$ cat src/rtl/frft_pkg.sv
// ----------------------------------------------------------------------------
// frft_pkg
// Shared constants, the prime table and the sequencer state type for the
// finite radix fraction test.
// ----------------------------------------------------------------------------
package frft_pkg;

	localparam int VALUE_BITS = 32;
	localparam int RADIX_W    = 6;
	localparam int DIV_CNT_W  = $clog2(VALUE_BITS);

	localparam logic [RADIX_W-1:0] RADIX_MIN   = RADIX_W'(2);
	localparam logic [RADIX_W-1:0] RADIX_MAX   = RADIX_W'(36);
	localparam logic [RADIX_W-1:0] RADIX_RESET = RADIX_W'(10);

	// every prime that can divide a base of 36 or less
	localparam int NUM_PRIMES = 11;
	localparam int PIDX_W     = $clog2(NUM_PRIMES);

	localparam logic [RADIX_W-1:0] PRIMES [NUM_PRIMES] = '{
		RADIX_W'(2),  RADIX_W'(3),  RADIX_W'(5),  RADIX_W'(7),
		RADIX_W'(11), RADIX_W'(13), RADIX_W'(17), RADIX_W'(19),
		RADIX_W'(23), RADIX_W'(29), RADIX_W'(31)
	};

	localparam logic [PIDX_W-1:0] PIDX_LAST = PIDX_W'(NUM_PRIMES - 1);

	typedef enum logic [2:0] {
		ST_IDLE,
		ST_GCD,
		ST_RP,
		ST_RQ,
		ST_PCHK,
		ST_STRIP,
		ST_DONE
	} state_t;

endpackage

$ cat src/rtl/frft_div.sv
// ----------------------------------------------------------------------------
// frft_div
// Restoring unsigned divider, one quotient bit per cycle. A start pulse
// loads the operands; done pulses once quotient and remainder are valid.
// ----------------------------------------------------------------------------
module frft_div
	import frft_pkg::*;
(
	input  logic                  clk,
	input  logic                  arst_n,
	input  logic                  start,
	input  logic [VALUE_BITS-1:0] dividend,
	input  logic [VALUE_BITS-1:0] divisor,
	output logic                  done,
	output logic [VALUE_BITS-1:0] quotient,
	output logic [VALUE_BITS-1:0] remainder
);

	logic                  busy_q;
	logic                  done_q;
	logic [DIV_CNT_W-1:0]  cnt_q;
	logic [VALUE_BITS-1:0] rem_q;
	logic [VALUE_BITS-1:0] quo_q;
	logic [VALUE_BITS-1:0] dvs_q;

	logic [VALUE_BITS:0]   shifted;
	logic [VALUE_BITS:0]   diff;
	logic                  qbit;

	assign shifted = {rem_q, quo_q[VALUE_BITS-1]};
	assign diff    = shifted - {1'b0, dvs_q};
	assign qbit    = ~diff[VALUE_BITS];

	always_ff @(posedge clk or negedge arst_n) begin
		if (!arst_n) begin
			busy_q <= 1'b0;
			done_q <= 1'b0;
			cnt_q  <= '0;
		end else if (start) begin
			busy_q <= 1'b1;
			done_q <= 1'b0;
			cnt_q  <= '0;
		end else begin
			done_q <= busy_q && (cnt_q == DIV_CNT_W'(VALUE_BITS - 1));
			if (busy_q) begin
				cnt_q <= cnt_q + 1'b1;
				if (cnt_q == DIV_CNT_W'(VALUE_BITS - 1)) begin
					busy_q <= 1'b0;
				end
			end
		end
	end

	always_ff @(posedge clk) begin
		if (start) begin
			rem_q <= '0;
			quo_q <= dividend;
			dvs_q <= divisor;
		end else if (busy_q) begin
			rem_q <= qbit ? diff[VALUE_BITS-1:0] : shifted[VALUE_BITS-1:0];
			quo_q <= {quo_q[VALUE_BITS-2:0], qbit};
		end
	end

	assign done      = done_q;
	assign quotient  = quo_q;
	assign remainder = rem_q;

endmodule

$ cat config.mk
export PLATFORM = sky130hd
export DESIGN_NAME = frft_div
export DESIGN_NICKNAME = d
export VERILOG_FILES = /design/src/rtl/frft_pkg.sv /design/src/rtl/frft_div.sv
export SDC_FILE = /design/constraint.sdc
export NUM_CORES = 1
export LEC_CHECK = 0
export ABC_AREA = 1
export BUFFER_PORTS_ARGS = -buffer_cell sky130_fd_sc_hd__buf_2
export CAP_MARGIN = 20
export CORE_ASPECT_RATIO = 1.75
export CORE_MARGIN = 5
export CORE_UTILIZATION = 51
export CTS_CLUSTER_DIAMETER = 120
export DETAILED_ROUTE_END_ITERATION = 16
export HOLD_SLACK_MARGIN = 0.06
export PLACE_DENSITY_LB_ADDON = 0.25
export SYNTH_ARGS = -nofsm -noshare
export SYNTH_HDL_FRONTEND = slang
export SYNTH_SLANG_ARGS = --single-unit
export TNS_END_PERCENT = 1
$ cat constraint.sdc
create_clock -name clk -period 2.23 [get_ports clk]
set_clock_uncertainty 0.05 [all_clocks]
set_input_delay 0.446 -clock clk [delete_from_list [all_inputs] [get_ports clk]]
set_output_delay 0.446 -clock clk [all_outputs]
set_load 0.02 [all_outputs]
==> implementation parameters <==
Parameter                              Value

Run status
  Run status    finished with violations
  Violations in the final reports    negative setup slack

CTS
  Clock tree sinks    103
  CTS tree    built
  Largest buffer count on any clock path    2
  Clock-pin slew of the registers on the worst-case setup and hold paths    around 80 ps
  H-Tree Depth    3
  Clk Latency, worst-skew pair    approximately 360 ps
  Clock Tree Root    clkbuf_16
  TritonCTS Buffers    9

Synth
  Share of the synthesized area in compound gates (AO/OA/AOI/OAI)    0.0240
  Ys Warns    0
  Adder-cell share of the synthesized area    0.0648
  Fraction of the mapped netlist area in simple logic gates    0.362
  Post-synthesis instance total    1029
  Multiplexer area fraction after synthesis    0
  Library cells used by synthesis    33
  Flop and latch count out of synthesis    approximately 100
  Sequential cell area fraction in the yosys report    0.398
  Post-synthesis instance area    about 0.0069 mm²
  Fraction of synthesized cell area in xor and xnor cells    0.0191
  Nets in the synthesized netlist    between 1000 and 1500
  Average instance area after synthesis    6.68 µm²
  Combinational family with the most area after synthesis    simple AND/OR/NAND/NOR gates

Floorplanning
  IO Pins    132
  # rows    between 50 and 60
  Core area    about 0.013 mm²
  Die X-Extent    97.8 µm
  Initial standard-cell utilization of the core    0.516
  Area of the die    roughly 0.016 mm²
  Die outline height    about 160 µm

Power and ir drop
  Sequential fraction of design power    0.476
  Switching share of power    0.292
  Combinational Power Share    0.180
  Static Leakage    just over 5 nW
  Worst IR drop on VDD    approximately 0.35 mV
  Net Sw Power    between 1 and 1.5 mW
  Clock power share    0.344
  Total chip power    between 4 and 5 mW
  Pwr per Cell Area    around 520 mW/mm²
  Internal Pwr Total    3.28 mW

Min path
  Sink of the worst hold path    dvs_q[31]$_DFFE_PP_
  Worst hold path class    input pin to flip-flop
  Start point of the worst min-delay path    divisor[31]
  Cell depth of the worst min-delay path    1

Place
  Worst slack after detailed placement    -94.2 ps
  Global placer's final weighted congestion    about 0.96
  Placed inst area    around 0.0083 mm²
  Hpwl dp    about 15 mm
  PortBufs    about 130
  Placed Instances    1403

GRT
  Global router's overall resource usage    0.240
  First-pass GRT wire length    about 30 mm
  Vias in the first global route    roughly 6700
  Antenna violations before repair    0
  Leftover overflow at the end of global routing    0
  Pin count of the biggest net entering global routing    47

Drt
  Iteration-0 DRC Markers    270
  Number of remaining DRC errors    0
  Total via count after detailed routing    about 6800
  DRT antenna net count    0
  Avg Vias per Cell    roughly 4.8
  Total wire length after detailed routing    between 15 and 20 mm
  Per-cell routed wire length    about 13 µm
  Number of detailed-route iterations in the first pass    7

STA
  Endpoints failing setup    33
  Headroom to the max-slew limit    0.645
  Unrepaired setup endpoints after global routing    true
  Final-report max-slew violation count    0
  Final worst path period share    1.06
  Setup Total Neg Slack    -2790 ps
  Highest clock rate    between 0.4 and 0.5 GHz
  Shortest period the worst path allows    2370 ps
  Final setup margin    -138 ps
  Measured slew at the worst slew-check pin    approximately 530 ps
  Final hold viol count    0

Cells and area
  Final net count    approximately 1400
  Antenna fix cells    0
  Fraction of layout cells with a size suffix above 1    0.242
  Leading cell type in the layout, fill and taps excluded    nand2_1
  Final cell count without fillers    ~1400
  Commonest non-fill, non-tap cells in the layout    449 x nand2_1, 200 x inv_1, 131 x buf_2, 89 x buf_4, 64 x edfxtp_1
  Total non-filler cell area in the finished layout    0.00891 mm²
  Growth of design area from synthesis to finish    29.6%

Critical path
  Endpoint arrival time on the critical path    approximately 2600 ps
  CP Launch Type    flip-flop
  Flop2flop setup slack    -140 ps
  Count of cells along the worst register-to-register path    16
  Max FO, Critical Path    6
  Crit path kind    flip-flop to flip-flop
  Critical R2R Capture    remainder[5]$_SDFFE_PP0P_
  Endpoint class of the critical path    flip-flop
  Critical path required time    approximately 2400 ps
  Critical R2R Launch    dvs_q[19]$_DFFE_PP_

Run
  Max-capacitance violation count    0
-- metal layers --
layer / wire [µm] / GRT usage / vias up
met5: 0 / 0 / -
met4: 1080 / 0.121 / 0
met3: 1010 / 0.0487 / 63
met2: 10200 / 0.466 / 206
met1: 6870 / 0.235 / 2994
li1: - / - / 3541
-- repair_timing --
| action | in CTS | in global routing |
|---|---|---|
| pin swaps | 3 | 26 |
| endpoints found under the hold margin | 7 | 0 |
| gates cloned | 1 | 2 |
| hold buffers | 1 | 0 |
| gates resized for setup | 4 | 38 |
| buffers inserted | 0 | 4 |
| setup endpoints to repair | 32 | 33 |
-- state kept, by name (all words and copies together) (netlist names) --
| name | cells |
|---|---|
| dvs_q | 32 |
| quotient | 32 |
| done | 1 |
| busy_q | 1 |
| remainder | 32 |
| cnt_q | 5 |
-- area by class of cell --
| class | count | area [µm²] |
|---|---|---|
| fillers | 1210 | 4400 |
| multi-input cells | 694 | 3400 |
| flip-flops and latches | 103 | 2740 |
| repair buffers | 226 | 1450 |
| inverters | 214 | 803 |
| clock buffers | 10 | 229 |
| well taps | 174 | 218 |
| clock inverters | 6 | 67.6 |
-- cell families (layout without fill, tap and decap cells) --
kind of cell | Yosys count | after routing
DFF | 103 | 103
adders and majority gates | 35 | 35
buffers and inverters | 232 | 456
and+or+nand+nor | 613 | 613
xor gates and xnor gates | 15 | 15
AOI/OAI and AO/OA | 31 | 31
-- cell usage after synthesis --
cell type  number  share of area
and3_1          2         0.0018
nand2_1       467           0.26
nand2_2         4         0.0036
xor2_1          4         0.0051
nor2_1         46          0.025
o21bai_1        1         0.0011
buf_6           5         0.0082
a21oi_1        19          0.014
o21ai_0         2         0.0015
clkbuf_1       13         0.0071
or2_2           1        0.00091
clkinv_1        2         0.0011
nor3_2          1         0.0015
dfrtp_1         7          0.025
nor3_1         15          0.011
nand3_2         1         0.0015
nand2_4         3         0.0049
ha_1           34          0.062
nand4_1         6         0.0055
nand3_1        56          0.041
inv_1         202           0.11
a31oi_1         1        0.00091
a21o_1          1         0.0011
a22o_1          1         0.0013
edfxtp_1       64           0.28
fa_1            1         0.0029
xnor2_1        11          0.014
and2_1          6         0.0055
nor4_1          1        0.00091
nor2_2          4         0.0036
o21ai_1         6         0.0044
inv_2          10         0.0055
dfxtp_1        32          0.093
-- stage by stage --
step / hold slack, ps / utilization
floorplan: 100 / -
global placement: 236 / 0.626
detailed placement: 233 / 0.626
CTS: 197 / 0.652
global route: 193 / 0.669
finish: 206 / 0.669
-- critical path, cell delays in order, from the launching register on --
cell	delay (ps)
edfxtp_1	330
inv_1	50
ha_1	310
nand2_1	90
buf_4	150
nor2_1	210
inv_2	50
nor2_2	90
and2_1	180
nand2_4	80
nand2_4	90
nand2_4	70
nand2_8	140
clkbuf_16	180
nand2_1	50
nand3_1	80
nand2_1	50
-- worst max path at each step --
stage / start / slack (ps) / depth (start not counted) / endpoint
after global placement: dvs_q[21]$_DFFE_PP_ / -40 / 14 / remainder[21]$_SDFFE_PP0P_
after floorplan: quotient[31]$_DFFE_PP_ / -120 / 16 / quotient[0]$_DFFE_PP_
after detailed placement: quotient[31]$_DFFE_PP_ / -90 / 17 / remainder[22]$_SDFFE_PP0P_
after global routing: dvs_q[0]$_DFFE_PP_ / -220 / 17 / remainder[7]$_SDFFE_PP0P_
after CTS: quotient[31]$_DFFE_PP_ / -100 / 18 / remainder[11]$_SDFFE_PP0P_
final: dvs_q[19]$_DFFE_PP_ / -140 / 16 / remainder[5]$_SDFFE_PP0P_
-- power by group through the flow --
stage / clock [mW] / combinational, mW / sequential [mW]
after detailed placement: 0 / 0.806 / 2.25
final: 1.59 / 0.834 / 2.21
after global routing: 1.70 / 0.932 / 2.22
after floorplan: 0 / 0.389 / 2.33
after global placement: 0 / 0.794 / 2.25
after CTS: 1.62 / 0.812 / 2.21
No activity file was read; power rests on OpenSTA's default activity.
